<file path="src/hdl/rpn_pkg.sv">
package rpn_pkg;

    // fixed field widths
    localparam int DATA_W   = 32;
    localparam int PROD_W   = 2 * DATA_W;
    localparam int S_USER_W = 3;
    localparam int M_USER_W = 3;

    // divider produces this many quotient bits after the high-part range check
    localparam int QUOT_BITS = DATA_W + 1;

    // default configuration
    localparam int STACK_DEPTH_DEF   = 16;
    localparam int FRACTION_BITS_DEF = 16;

    typedef enum logic [2:0] {
        ST_OK       = 3'd0,
        ST_FEW      = 3'd1,
        ST_DIVZERO  = 3'd2,
        ST_DEPTH    = 3'd3,
        ST_OVERFLOW = 3'd4
    } status_t;

    typedef enum logic [1:0] {
        OP_ADD = 2'd0,
        OP_SUB = 2'd1,
        OP_MUL = 2'd2,
        OP_DIV = 2'd3
    } op_t;

    typedef enum logic {
        ACT_PUSH  = 1'b0,
        ACT_APPLY = 1'b1
    } action_t;

    typedef enum logic {
        WSEL_OPERAND = 1'b0,
        WSEL_ARITH   = 1'b1
    } wsel_t;

    // controller to datapath
    typedef struct packed {
        logic    load_operand;
        logic    load_b;
        logic    load_a;
        logic    mul_start;
        logic    div_start;
        logic    wr_en;
        wsel_t   wr_sel;
        op_t     op;
        logic    out_load;
        logic    out_zero;
        status_t out_status;
    } dp_cmd_t;

    // datapath to controller
    typedef struct packed {
        logic b_zero;
        logic div_busy;
    } dp_status_t;

endpackage

</file>
<file path="src/hdl/rpn_ram.sv">
module rpn_ram #(
    parameter int WIDTH = 32,
    parameter int DEPTH = 16
) (
    input  logic                     clk,
    input  logic                     wr_en,
    input  logic [$clog2(DEPTH)-1:0] wr_addr,
    input  logic [WIDTH-1:0]         wr_data,
    input  logic [$clog2(DEPTH)-1:0] rd_addr,
    output logic [WIDTH-1:0]         rd_data
);

    logic [WIDTH-1:0] mem [DEPTH];
    logic [WIDTH-1:0] rd_data_reg;

    // one write port, one registered read port
    always_ff @(posedge clk) begin
        if (wr_en) begin
            mem[wr_addr] <= wr_data;
        end
        rd_data_reg <= mem[rd_addr];
    end

    assign rd_data = rd_data_reg;

endmodule

</file>
<file path="src/hdl/rpn_datapath.sv">
module rpn_datapath #(
    parameter int STACK_DEPTH   = 16,
    parameter int FRACTION_BITS = 16
) (
    input  logic                           aclk,
    input  logic                           aresetn,
    input  rpn_pkg::dp_cmd_t               cmd,
    input  logic [$clog2(STACK_DEPTH)-1:0] addr,
    input  logic [rpn_pkg::DATA_W-1:0]     operand_in,
    output rpn_pkg::dp_status_t            status,
    output logic [rpn_pkg::DATA_W-1:0]     result_value,
    output rpn_pkg::status_t               result_status
);

    import rpn_pkg::*;

    localparam int CNT_W = $clog2(QUOT_BITS + 1);

    // saturate a wide signed value to the 32-bit range
    function automatic logic [DATA_W-1:0] sat_wide(input logic [PROD_W-1:0] v);
        logic [DATA_W-1:0] r;
        if (v[PROD_W-1:DATA_W-1] != {(PROD_W-DATA_W+1){v[PROD_W-1]}}) begin
            r = v[PROD_W-1] ? {1'b1, {(DATA_W-1){1'b0}}} : {1'b0, {(DATA_W-1){1'b1}}};
        end else begin
            r = v[DATA_W-1:0];
        end
        return r;
    endfunction

    logic [DATA_W-1:0]        operand_reg;
    logic signed [DATA_W-1:0] a_reg;
    logic signed [DATA_W-1:0] b_reg;
    logic signed [PROD_W-1:0] prod_reg;
    logic [DATA_W-1:0]        rd_data;
    logic [DATA_W-1:0]        wr_data;
    logic [DATA_W-1:0]        arith_res;
    logic [DATA_W:0]          sum_ext;
    logic [DATA_W:0]          diff_ext;
    logic [DATA_W-1:0]        add_res;
    logic [DATA_W-1:0]        sub_res;
    logic [PROD_W-1:0]        prod_shift;
    logic [DATA_W-1:0]        mul_res;
    logic [DATA_W-1:0]        div_res;
    logic [DATA_W-1:0]        out_value_reg;
    status_t                  out_status_reg;

    // divider state
    logic [DATA_W-1:0]    abs_a;
    logic [DATA_W-1:0]    abs_b;
    logic [PROD_W-1:0]    dvd_init;
    logic [PROD_W-1:0]    dvd_reg;
    logic [DATA_W-1:0]    dvs_reg;
    logic [DATA_W-1:0]    rem_reg;
    logic [QUOT_BITS-1:0] quot_reg;
    logic [CNT_W-1:0]     cnt_reg;
    logic                 div_neg_reg;
    logic                 div_ovf_reg;
    logic [DATA_W:0]      rem_shift;
    logic [DATA_W:0]      rem_diff;
    logic                 quot_bit;

    // value stack storage
    rpn_ram #(
        .WIDTH (DATA_W),
        .DEPTH (STACK_DEPTH)
    ) u_stack_ram (
        .clk     (aclk),
        .wr_en   (cmd.wr_en),
        .wr_addr (addr),
        .wr_data (wr_data),
        .rd_addr (addr),
        .rd_data (rd_data)
    );

    // operand capture and popped values
    always_ff @(posedge aclk) begin
        if (cmd.load_operand) begin
            operand_reg <= operand_in;
        end
        if (cmd.load_b) begin
            b_reg <= rd_data;
        end
        if (cmd.load_a) begin
            a_reg <= rd_data;
        end
        if (cmd.mul_start) begin
            prod_reg <= PROD_W'(a_reg) * PROD_W'(b_reg);
        end
    end

    // saturating add and subtract
    always_comb begin
        sum_ext  = {a_reg[DATA_W-1], a_reg} + {b_reg[DATA_W-1], b_reg};
        diff_ext = {a_reg[DATA_W-1], a_reg} - {b_reg[DATA_W-1], b_reg};
        add_res  = sat_wide(PROD_W'(signed'(sum_ext)));
        sub_res  = sat_wide(PROD_W'(signed'(diff_ext)));
    end

    // product scaled back, arithmetic shift rounds toward minus infinity
    assign prod_shift = prod_reg >>> FRACTION_BITS;
    assign mul_res    = sat_wide(prod_shift);

    // divider setup: magnitudes and scaled dividend; the early range check is taken at start
    always_comb begin
        abs_a    = a_reg[DATA_W-1] ? DATA_W'(-a_reg) : DATA_W'(a_reg);
        abs_b    = b_reg[DATA_W-1] ? DATA_W'(-b_reg) : DATA_W'(b_reg);
        dvd_init = PROD_W'(abs_a) << FRACTION_BITS;
    end

    // one restoring step per cycle
    always_comb begin
        rem_shift = {rem_reg, dvd_reg[QUOT_BITS-1]};
        rem_diff  = rem_shift - {1'b0, dvs_reg};
        quot_bit  = (rem_shift >= {1'b0, dvs_reg});
    end

    always_ff @(posedge aclk) begin
        if (!aresetn) begin
            cnt_reg <= '0;
        end else if (cmd.div_start) begin
            cnt_reg <= CNT_W'(QUOT_BITS);
        end else if (cnt_reg != '0) begin
            cnt_reg <= cnt_reg - CNT_W'(1);
        end
    end

    always_ff @(posedge aclk) begin
        if (cmd.div_start) begin
            dvd_reg     <= dvd_init;
            dvs_reg     <= abs_b;
            rem_reg     <= DATA_W'(dvd_init[PROD_W-1:QUOT_BITS]);
            div_ovf_reg <= (DATA_W'(dvd_init[PROD_W-1:QUOT_BITS]) >= abs_b);
            div_neg_reg <= a_reg[DATA_W-1] ^ b_reg[DATA_W-1];
            quot_reg    <= '0;
        end else if (cnt_reg != '0) begin
            dvd_reg  <= {dvd_reg[PROD_W-2:0], 1'b0};
            rem_reg  <= quot_bit ? rem_diff[DATA_W-1:0] : rem_shift[DATA_W-1:0];
            quot_reg <= {quot_reg[QUOT_BITS-2:0], quot_bit};
        end
    end

    // signed, saturated quotient
    always_comb begin
        if (div_neg_reg) begin
            if (div_ovf_reg || quot_reg > {2'b01, {(DATA_W-1){1'b0}}}) begin
                div_res = {1'b1, {(DATA_W-1){1'b0}}};
            end else begin
                div_res = DATA_W'(-quot_reg);
            end
        end else begin
            if (div_ovf_reg || quot_reg[QUOT_BITS-1:DATA_W-1] != '0) begin
                div_res = {1'b0, {(DATA_W-1){1'b1}}};
            end else begin
                div_res = quot_reg[DATA_W-1:0];
            end
        end
    end

    // result selection and write data
    always_comb begin
        unique case (cmd.op)
            OP_ADD:  arith_res = add_res;
            OP_SUB:  arith_res = sub_res;
            OP_MUL:  arith_res = mul_res;
            OP_DIV:  arith_res = div_res;
            default: arith_res = add_res;
        endcase
        wr_data = (cmd.wr_sel == WSEL_ARITH) ? arith_res : operand_reg;
    end

    // result payload register
    always_ff @(posedge aclk) begin
        if (cmd.out_load) begin
            out_value_reg  <= cmd.out_zero ? '0 : rd_data;
            out_status_reg <= cmd.out_status;
        end
    end

    assign status.b_zero   = (b_reg == '0);
    assign status.div_busy = (cnt_reg != '0);
    assign result_value    = out_value_reg;
    assign result_status   = out_status_reg;

endmodule

</file>
<file path="src/hdl/rpn_ctrl.sv">
module rpn_ctrl #(
    parameter int STACK_DEPTH = 16
) (
    input  logic                           aclk,
    input  logic                           aresetn,
    input  logic                           s_valid,
    input  logic                           s_action,
    input  logic [1:0]                     s_op,
    input  logic                           s_last,
    output logic                           s_ready,
    output logic                           out_valid,
    input  logic                           m_ready,
    input  rpn_pkg::dp_status_t            status,
    output rpn_pkg::dp_cmd_t               cmd,
    output logic [$clog2(STACK_DEPTH)-1:0] addr
);

    import rpn_pkg::*;

    localparam int AW = $clog2(STACK_DEPTH);
    localparam int DW = $clog2(STACK_DEPTH + 1);

    typedef enum logic [3:0] {
        S_IDLE,
        S_DECODE,
        S_RD_A,
        S_OPER,
        S_MUL,
        S_DIV_START,
        S_DIV_RUN,
        S_WRITE,
        S_FINISH,
        S_FIN_RD
    } state_t;

    state_t        state_reg, state_next;
    logic [DW-1:0] depth_reg, depth_next;
    status_t       err_reg, err_next;
    action_t       act_reg, act_next;
    op_t           op_reg, op_next;
    logic          last_reg, last_next;
    logic          out_valid_reg, out_valid_next;
    logic [DW-1:0] depth_m1;
    logic [DW-1:0] depth_m2;
    logic          out_free;

    assign depth_m1 = depth_reg - DW'(1);
    assign depth_m2 = depth_reg - DW'(2);
    assign out_free = !out_valid_reg || m_ready;

    // sequencing of one token
    always_comb begin
        state_next     = state_reg;
        depth_next     = depth_reg;
        err_next       = err_reg;
        act_next       = act_reg;
        op_next        = op_reg;
        last_next      = last_reg;
        out_valid_next = out_valid_reg;
        cmd            = '0;
        cmd.op         = op_reg;
        addr           = '0;

        if (out_valid_reg && m_ready) begin
            out_valid_next = 1'b0;
        end

        unique case (state_reg)
            S_IDLE: begin
                if (s_valid) begin
                    act_next         = action_t'(s_action);
                    op_next          = op_t'(s_op);
                    last_next        = s_last;
                    cmd.load_operand = 1'b1;
                    state_next       = S_DECODE;
                end
            end
            S_DECODE: begin
                priority if (err_reg != ST_OK) begin
                    state_next = S_FINISH;
                end else if (act_reg == ACT_PUSH) begin
                    if (depth_reg == DW'(STACK_DEPTH)) begin
                        err_next = ST_OVERFLOW;
                    end else begin
                        cmd.wr_en  = 1'b1;
                        cmd.wr_sel = WSEL_OPERAND;
                        addr       = depth_reg[AW-1:0];
                        depth_next = depth_reg + DW'(1);
                    end
                    state_next = S_FINISH;
                end else if (depth_reg < DW'(2)) begin
                    err_next   = ST_FEW;
                    state_next = S_FINISH;
                end else begin
                    addr       = depth_m1[AW-1:0];
                    state_next = S_RD_A;
                end
            end
            S_RD_A: begin
                cmd.load_b = 1'b1;
                addr       = depth_m2[AW-1:0];
                state_next = S_OPER;
            end
            S_OPER: begin
                cmd.load_a = 1'b1;
                depth_next = depth_m2;
                unique case (op_reg)
                    OP_MUL: state_next = S_MUL;
                    OP_DIV: begin
                        if (status.b_zero) begin
                            err_next   = ST_DIVZERO;
                            state_next = S_FINISH;
                        end else begin
                            state_next = S_DIV_START;
                        end
                    end
                    default: state_next = S_WRITE;
                endcase
            end
            S_MUL: begin
                cmd.mul_start = 1'b1;
                state_next    = S_WRITE;
            end
            S_DIV_START: begin
                cmd.div_start = 1'b1;
                state_next    = S_DIV_RUN;
            end
            S_DIV_RUN: begin
                if (!status.div_busy) begin
                    state_next = S_WRITE;
                end
            end
            S_WRITE: begin
                cmd.wr_en  = 1'b1;
                cmd.wr_sel = WSEL_ARITH;
                addr       = depth_reg[AW-1:0];
                depth_next = depth_reg + DW'(1);
                state_next = S_FINISH;
            end
            S_FINISH: begin
                if (!last_reg) begin
                    state_next = S_IDLE;
                end else if (out_free) begin
                    priority if (err_reg != ST_OK) begin
                        cmd.out_load   = 1'b1;
                        cmd.out_zero   = 1'b1;
                        cmd.out_status = err_reg;
                        out_valid_next = 1'b1;
                        depth_next     = '0;
                        err_next       = ST_OK;
                        state_next     = S_IDLE;
                    end else if (depth_reg != DW'(1)) begin
                        cmd.out_load   = 1'b1;
                        cmd.out_zero   = 1'b1;
                        cmd.out_status = ST_DEPTH;
                        out_valid_next = 1'b1;
                        depth_next     = '0;
                        state_next     = S_IDLE;
                    end else begin
                        addr       = '0;
                        state_next = S_FIN_RD;
                    end
                end
            end
            S_FIN_RD: begin
                cmd.out_load   = 1'b1;
                cmd.out_zero   = 1'b0;
                cmd.out_status = ST_OK;
                out_valid_next = 1'b1;
                depth_next     = '0;
                err_next       = ST_OK;
                state_next     = S_IDLE;
            end
            default: state_next = S_IDLE;
        endcase
    end

    // state and registered outputs
    always_ff @(posedge aclk) begin
        if (!aresetn) begin
            state_reg     <= S_IDLE;
            depth_reg     <= '0;
            err_reg       <= ST_OK;
            out_valid_reg <= 1'b0;
            act_reg       <= ACT_PUSH;
            op_reg        <= OP_ADD;
            last_reg      <= 1'b0;
        end else begin
            state_reg     <= state_next;
            depth_reg     <= depth_next;
            err_reg       <= err_next;
            out_valid_reg <= out_valid_next;
            act_reg       <= act_next;
            op_reg        <= op_next;
            last_reg      <= last_next;
        end
    end

    assign s_ready   = (state_reg == S_IDLE);
    assign out_valid = out_valid_reg;

endmodule

</file>
<file path="src/hdl/rpn_stack_evaluator_unit.sv">
// Reverse Polish evaluator over signed fixed-point values (Q16.16 by default).
// Input stream: one token per transfer. s_tuser[0] is the kind (push operand
// or apply operator), s_tuser[2:1] the operator, s_tdata the operand and
// s_tlast marks the final token of an expression.
// Output stream: one transfer per expression, on its final token. m_tdata is
// the value (zero on error), m_tuser[2:0] the status code.
// Timing: tokens are taken one at a time. A push passes S_DECODE and
// S_FINISH; add and subtract add S_RD_A, S_OPER and S_WRITE, multiply S_MUL,
// divide S_DIV_START and S_DIV_RUN, where it waits on the radix-2 divider,
// which resolves one of its 33 quotient bits per cycle. A valid final result
// adds S_FIN_RD for the stack read; m_tvalid rises the cycle after it.
// Reset: the stack is empty and no error is pending; the stack memory holds
// no defined contents and needs no clearing pass, as only written entries
// are read.
// Stall: the result sits in an output register, so tokens keep flowing while
// it waits; only the next final token holds until that register is taken.
module rpn_stack_evaluator_unit #(
    parameter int STACK_DEPTH   = rpn_pkg::STACK_DEPTH_DEF,
    parameter int FRACTION_BITS = rpn_pkg::FRACTION_BITS_DEF
) (
    input  logic                         aclk,
    input  logic                         aresetn,
    // operand_value
    input  logic [rpn_pkg::DATA_W-1:0]   s_tdata,
    // action, op_code
    input  logic [rpn_pkg::S_USER_W-1:0] s_tuser,
    input  logic                         s_tlast,
    input  logic                         s_tvalid,
    output logic                         s_tready,
    // result_value
    output logic [rpn_pkg::DATA_W-1:0]   m_tdata,
    // status
    output logic [rpn_pkg::M_USER_W-1:0] m_tuser,
    output logic                         m_tvalid,
    input  logic                         m_tready
);

    import rpn_pkg::*;

    dp_cmd_t                        cmd;
    dp_status_t                     dp_status;
    logic [$clog2(STACK_DEPTH)-1:0] addr;
    status_t                        res_status;

    // token sequencing
    rpn_ctrl #(
        .STACK_DEPTH (STACK_DEPTH)
    ) u_ctrl (
        .aclk      (aclk),
        .aresetn   (aresetn),
        .s_valid   (s_tvalid),
        .s_action  (s_tuser[0]),
        .s_op      (s_tuser[2:1]),
        .s_last    (s_tlast),
        .s_ready   (s_tready),
        .out_valid (m_tvalid),
        .m_ready   (m_tready),
        .status    (dp_status),
        .cmd       (cmd),
        .addr      (addr)
    );

    // stack, arithmetic and result register
    rpn_datapath #(
        .STACK_DEPTH   (STACK_DEPTH),
        .FRACTION_BITS (FRACTION_BITS)
    ) u_datapath (
        .aclk          (aclk),
        .aresetn       (aresetn),
        .cmd           (cmd),
        .addr          (addr),
        .operand_in    (s_tdata),
        .status        (dp_status),
        .result_value  (m_tdata),
        .result_status (res_status)
    );

    assign m_tuser = M_USER_W'(res_status);

endmodule

</file>
<file path="config.mk">
export PLATFORM = sky130hd
export DESIGN_NAME = rpn_stack_evaluator_unit
export DESIGN_NICKNAME = d
export VERILOG_FILES = /design/src/hdl/rpn_pkg.sv /design/src/hdl/rpn_ram.sv /design/src/hdl/rpn_datapath.sv /design/src/hdl/rpn_ctrl.sv /design/src/hdl/rpn_stack_evaluator_unit.sv
export SDC_FILE = /design/constraint.sdc
export NUM_CORES = 2
export LEC_CHECK = 0
export BUFFER_PORTS_ARGS = -buffer_cell sky130_fd_sc_hd__buf_2
export CORE_UTILIZATION = 60
export CTS_CLUSTER_DIAMETER = 200
export DETAILED_ROUTE_END_ITERATION = 7
export PLACE_DENSITY_LB_ADDON = 0.2
export SYNTH_ARGS = -nofsm -noshare
export SYNTH_HDL_FRONTEND = slang
export SYNTH_SLANG_ARGS = --single-unit
</file>
<file path="constraint.sdc">
create_clock -name aclk -period 11.35 [get_ports aclk]
set_input_delay 2.8375 -clock aclk [delete_from_list [all_inputs] [get_ports aclk]]
set_output_delay 2.8375 -clock aclk [all_outputs]
set_load 0.01 [all_outputs]
</file>
**After elaboration in Yosys (flattened, before gate mapping)**

Memories as Yosys holds them, arrays and structs flattened. A register that Yosys moved wholly into a read port is not among the register bits.
Index checks and enable logic that the tools add are counted.

- Equal/unequal tests: 31
- Div/mod/pow operators: 0
- Shifts and indexed selects: 0
- Add/subtract/negate cells: 10
- $mul: 1
- Bitwise gates (word level): 2
- Reduce and logical (&&, ||, !) cells: 19
- Magnitude comparators: 4
- Mux-type cells: 78

Operator list:

| kind | number |
|---|---|
| 32-bit 2-to-1 mux | 13 |
| 32-bit case mux with 4 select lines | 1 |
| 32-bit negator | 3 |
| 33-bit 2-to-1 mux | 2 |
| 32-bit by 32-bit multiplier with 64-bit output | 1 |
| 4-bit 2-to-1 mux | 14 |
| 5-bit 2-to-1 mux | 11 |
| 4-bit case mux with 9 select lines | 1 |
| 32-bit by 32-bit adder with 33-bit output | 1 |
| 33-bit by 32-bit >= comparator with 1-bit output | 1 |
| 33-bit by 32-bit greater-than comparator with 1-bit output, second input constant | 1 |
| 32-bit by 32-bit subtractor with 33-bit output | 1 |
| 15-bit by 32-bit >= comparator with 1-bit output | 1 |
| 32-bit zero test | 1 |
| 32-bit subtractor | 1 |
| 15-bit 2-to-1 mux | 2 |
| 3-bit 2-to-1 mux | 9 |
| 5-bit case mux with 5 select lines | 1 |
| 4-bit by 3-bit equality test with 1-bit output, second input constant | 4 |
| 16-bit != test | 1 |
| 2-bit != test, second input constant | 7 |
| 1-bit 2-to-1 mux | 13 |
| 6-bit 2-to-1 mux | 2 |
| 3-bit case mux with 4 select lines | 1 |
| 39 further kinds | 52 |

- Bits in latches: 0
- Register bits after elaboration: 334
- Bits in writable memories: 512
- Output and inout bits: 37
- Memories: 1
- ROM bits: 0
- Input port bits: 40

Memories:

| memory | words | bits a word | rd ports | clocked after Yosys merged registers in | write ports | line | source |
|---|---|---|---|---|---|---|---|
| u_datapath.u_stack_ram.mem | 16 | 32 | 1 | 1 | 1 | rpn_ram.sv:13 | `logic [WIDTH-1:0] mem [DEPTH];` |

**Depth between registers and ports, before layout**

- Word-level depth: 7
- Depth in mapped cells: 31

**By module**

From an unflattened synthesis, not the netlist that was laid out.

- Cell total of the unflattened synthesis: 6912
- Area total of the unflattened synthesis: 76064.2 um^2

By module, submodules not included:

| module | cells an instance | instances | area an instance (um^2) |
|---|---|---|---|
| rpn_datapath | 5891 | 1 | 54841.3 |
| rpn_ram | 838 | 1 | 19854.0 |
| rpn_ctrl | 183 | 1 | 1368.8 |

**Worst setup path after synthesis**

Ideal clock, no wire load.

- Path type: flip-flop to flip-flop
- From: register u_datapath.a_reg[31]
- To: register u_datapath.prod_reg[62], data pin
- Path buffers: 4
- Cell stages (with the launch flop): 27
- Data required time: 11.092 ns
- Library setup time: 0.258 ns
- Arrival time: 7.904 ns
- Path slack: 3.188 ns
- Clock period less this slack: 8.162 ns
- Path through: edfxtp_1 -> clkbuf_1 -> clkbuf_1 -> clkbuf_1 -> nand2_1 -> inv_1 -> fa_1 -> inv_1 -> fa_1 -> inv_1 -> fa_1 -> fa_1 -> inv_1 -> fa_1 -> inv_1 -> fa_1 -> inv_1 -> fa_1 -> inv_1 -> fa_1 -> ha_1 -> clkbuf_1 -> nand4_1 -> or4_1 -> o22ai_1 -> o22ai_1 -> xnor2_1

- Longest elaborated chain between the ends: 1

Ends and longest elaborated chain:

| what | line | source |
|---|---|---|
| start, declared | rpn_datapath.sv:31 | `logic signed [DATA_W-1:0] a_reg;` |
| start signal, assigned | rpn_datapath.sv:84 | `a_reg <= rd_data;` |
| 32-bit by 32-bit multiplier with 64-bit output | rpn_datapath.sv:87 | `prod_reg <= PROD_W'(a_reg) * PROD_W'(b_reg);` |
| end signal, assigned | rpn_datapath.sv:87 |  |
| end, declared | rpn_datapath.sv:33 | `logic signed [PROD_W-1:0] prod_reg;` |

Every way passes these cells.
A chain may end at the register's enable or synchronous reset.

**Final worst setup path**

- From: register u_datapath.b_reg[12]
- To: register u_datapath.prod_reg[56], data pin

- Longest elaborated chain between the ends: 1

Ends and longest elaborated chain:

| what | line | source |
|---|---|---|
| start, declared | rpn_datapath.sv:32 | `logic signed [DATA_W-1:0] b_reg;` |
| start signal, assigned | rpn_datapath.sv:81 | `b_reg <= rd_data;` |
| 32-bit by 32-bit multiplier with 64-bit output | rpn_datapath.sv:87 |  |

Every way passes these cells.

==> impl_metrics.csv <==
group,metric,value,unit
setup_path,r2r_slack,990,ps
pwr,power,0.0125,W
detailed_routing,drc,2,
timing,fmax,96.5,MHz
timing,worst_slack,988,ps
placed_design,routabilityCongestion,1.07,
clock_tree,clock_path_buffers,3,
cells_and_area,largest_register_ffs,512,
timing,finalSetupViolations,0,
status,status,"finished with violations",
cells_and_area,fin_area,80300,um^2
yosys,netlist_instances,7077,
status,violations,"DRC",
pwr,p_int,0.00769,W
yosys,ys.flop_type,"edfxtp_1",
placed_design,place_worst_setup_slack,1220,ps
global_route,grt_max_degree,80,
yosys,synthArstFlopShare,0,%
cells_and_area,layout.nets,8453,
timing,tns,0,ps
placed_design,hpwl,165000,um
clock_tree,clkTransAtPathRegs,70,ps
yosys,ys_warn_count,0,
yosys,ys_seq_elements,862,
die,die_y,355,um
setup_path,critPathArrivalTime,10810,ps
global_route,grt_use_total,36.6,%
pwr,p_leak,34.4,nW
cells_and_area,multi_input_area,44300,um^2
pwr,p_seq_share,33.7,%
cells_and_area,layout_common_cells,"inv_1, fa_1, nand2_1",
cells_and_area,ff_latch_area,24800,um^2
timing,rsz0062_at_grt,"no",
die,fp.coreArea,124000,um^2
detailed_routing,antenna_left,0,
clock_tree,cts_made_buffers,91,
flow_run,cap_violations,0,
yosys,synth_edf_count,757,
clock_tree,cts-resized-gates,0,
timing,max_slew_margin,5.35,%
yosys,synth_cell_types,85,
timing,fin_skew,97.3,ps
die,rows,129,
global_route,antenna_found_initial,8,
die,io_pins,77,
yosys,synthSimpleGateAreaFrac,12.9,%
cells_and_area,final_common_cell,"inv_1",
setup_path,worstSetupPathType,"reg2reg",
cells_and_area,areaGrowthSynthToFinish,7.48,%
clock_tree,cts_root_buffer,"clkbuf_16",
clock_tree,post_cts_buffers,0,
detailed_routing,via_count,54300,
pwr,p_sw_share,38.3,%
global_route,grt_pass1_vias,55000,
die,die-area,126000,um^2
yosys,seq_area_frac_synth,33.2,%
placed_design,placed_area,77300,um^2
yosys,synthTopCellsByArea,"edfxtp_1, fa_1, inv_1, ha_1, nand2_1",
pwr,p_clk_share,24.3,%
yosys,synth_compound_area_share,9.48,%
die,initial_core_util,60.4,%
detailed_routing,routed_via_density,6.21,
detailed_routing,wl_per_cell,25.8,um
setup_path,worstPathRequired,11800,ps
pwr,comb_power_share,42.0,%
die,die_width,355,um
timing,finalCriticalPeriod,10360,ps
yosys,synth-adder-area-share,34.1,%
clock_tree,cts_sinks,862,
pwr,ir_drop,0.000193,V
clock_tree,cts_tree,"done",
yosys,syn-num-nets,8505,
cells_and_area,nFillCells,9761,
yosys,syn_avg_cell_area,10.6,um^2
detailed_routing,first_iter_violations,6295,
min_path,worstHoldPathType,"reg2reg",
timing,tightest_slew,1420,ps
timing,finalCritPeriodShare,91.3,%
pwr,p_sw,0.00477,W
global_route,grt_pass1_wl,342000,um
yosys,synth_top_area_cell,"edfxtp_1",
setup_path,end_kind,"flop",
pwr,powerDensity,155,nW/um^2
cells_and_area,drive_gt1_share,6.75,%
clock_tree,clk_latency,770,ps
detailed_routing,wl,226000,um
placed_design,portBuffers,76,
yosys,synth_top_family_by_area,"adder cells",
clock_tree,htreeDepth,3,
yosys,synth_area,74700,um^2
yosys,netlist.area_leader.share,30.4,%
detailed_routing,first_pass_iters,8,
clock_tree,hold_buffers,0,
yosys,synth-xor-area-share,2.26,%
timing,finalHoldViolations,0,
yosys,synthMuxAreaShare,0.166,%
timing,drv_slew,0,
setup_path,start_kind,"flop",
global_route,grt_overflow,0,
setup_path,worstPathMaxFanout,23,
-- cell families after synthesis --
| logic type | Yosys count |
|---|---|
| xor+xnor | 193 |
| fa+ha+maj | 1388 |
| buf+inv | 1560 |
| flops | 862 |
| mux | 12 |
| simple gates | 1992 |
| compound gates | 1070 |
-- Yosys cell counts (17+ instances only) --
library cell and number:
inv_1 1145, fa_1 1084, nand2_1 853, edfxtp_1 757, and2_1 484, a21oi_1 395, clkbuf_1 390, ha_1 304
nor2_1 295, xnor2_1 145, o21ai_0 140, a222oi_1 128, dfxtp_1 105, nor3_1 55, a21o_1 54, a31oi_1 49
nand3_1 48, xor2_1 48, or4_1 47, o22ai_1 45, a211oi_1 44, nor2b_1 38, nand2b_1 29, or3_1 29
o21a_1 28, nor4_1 26, o31ai_1 24, and3_1 21, nand4_1 21, buf_1 19, o21bai_1 18, a221oi_1 17
-- critical path: stages, from the launching register on --
cell       delay [ps]
edfxtp_1         1190
ha_1              370
inv_1             110
fa_1              520
inv_1              50
fa_1              480
inv_1              70
fa_1              450
fa_1              540
inv_1              50
fa_1              570
fa_1              450
fa_1              540
inv_1              70
fa_1              480
inv_1              40
ha_1              480
nand4_1           210
nor3_1            460
o2111ai_1         180
a21oi_1           630
o21ai_1           350
a21oi_1           530
nor2_1            190
o21ai_0           630
a41oi_1           240
xnor2_1           170
-- worst paths after layout --
path | from | to | cells past startpoint
setup / recovery | u_datapath.b_reg[12] | u_datapath.prod_reg[56] | 26
hold / removal | u_datapath.quot_reg[32] | u_datapath.quot_reg[32] | 2
setup reg to reg | u_datapath.b_reg[12] | u_datapath.prod_reg[56] | 26
hold reg to reg | u_datapath.quot_reg[32] | u_datapath.quot_reg[32] | 2
-- routing by layer --
| layer | wire length (um) | global-route usage, % | part of all wire, % |
|---|---|---|---|
| met1 | 85800 | 49.8 | 38 |
| met2 | 102000 | 55.7 | 45 |
| met3 | 26500 | 9.14 | 12 |
| met4 | 11700 | 17.2 | 5.2 |
| met5 | 55 | 0 | 0.024 |
-- power groups by stage --
stage	registers (W)	clock network, W	logic, W
4_1_cts	0.00418	0.00306	0.00516
2_1_floorplan	0.00413	0	0.00369
5_1_grt	0.00421	0.00316	0.00578
3_3_place_gp	0.00424	0	0.00504
3_5_place_dp	0.00425	0	0.00507
6_report	0.00419	0.00303	0.00524
-- area by class of cell --
type / instances / area share [%]
Tap cell: 1637 / 2.55
Inverter: 1149 / 5.37
Clock buffer: 121 / 3.04
Clock inverter: 48 / 0.748
Timing Repair Buffer: 266 / 2.26
Antenna cell: 3 / 0.00935
Multi-Input combinational cell: 4655 / 55.1
Sequential cell: 862 / 30.9
-- metrics by stage --
| stage | util (%) | hold WS [ps] | instances |
|---|---|---|---|
| finish | 65.0 | 473 | 8741 |
| floorplan | - | 417 | 7077 |
| global placement | 62.5 | 441 | 8569 |
| detailed placement | 62.5 | 456 | 8569 |
| global route | 65.0 | 482 | 8738 |
| CTS | 65.0 | 467 | 8738 |
Power figures use the tool's default switching activity.
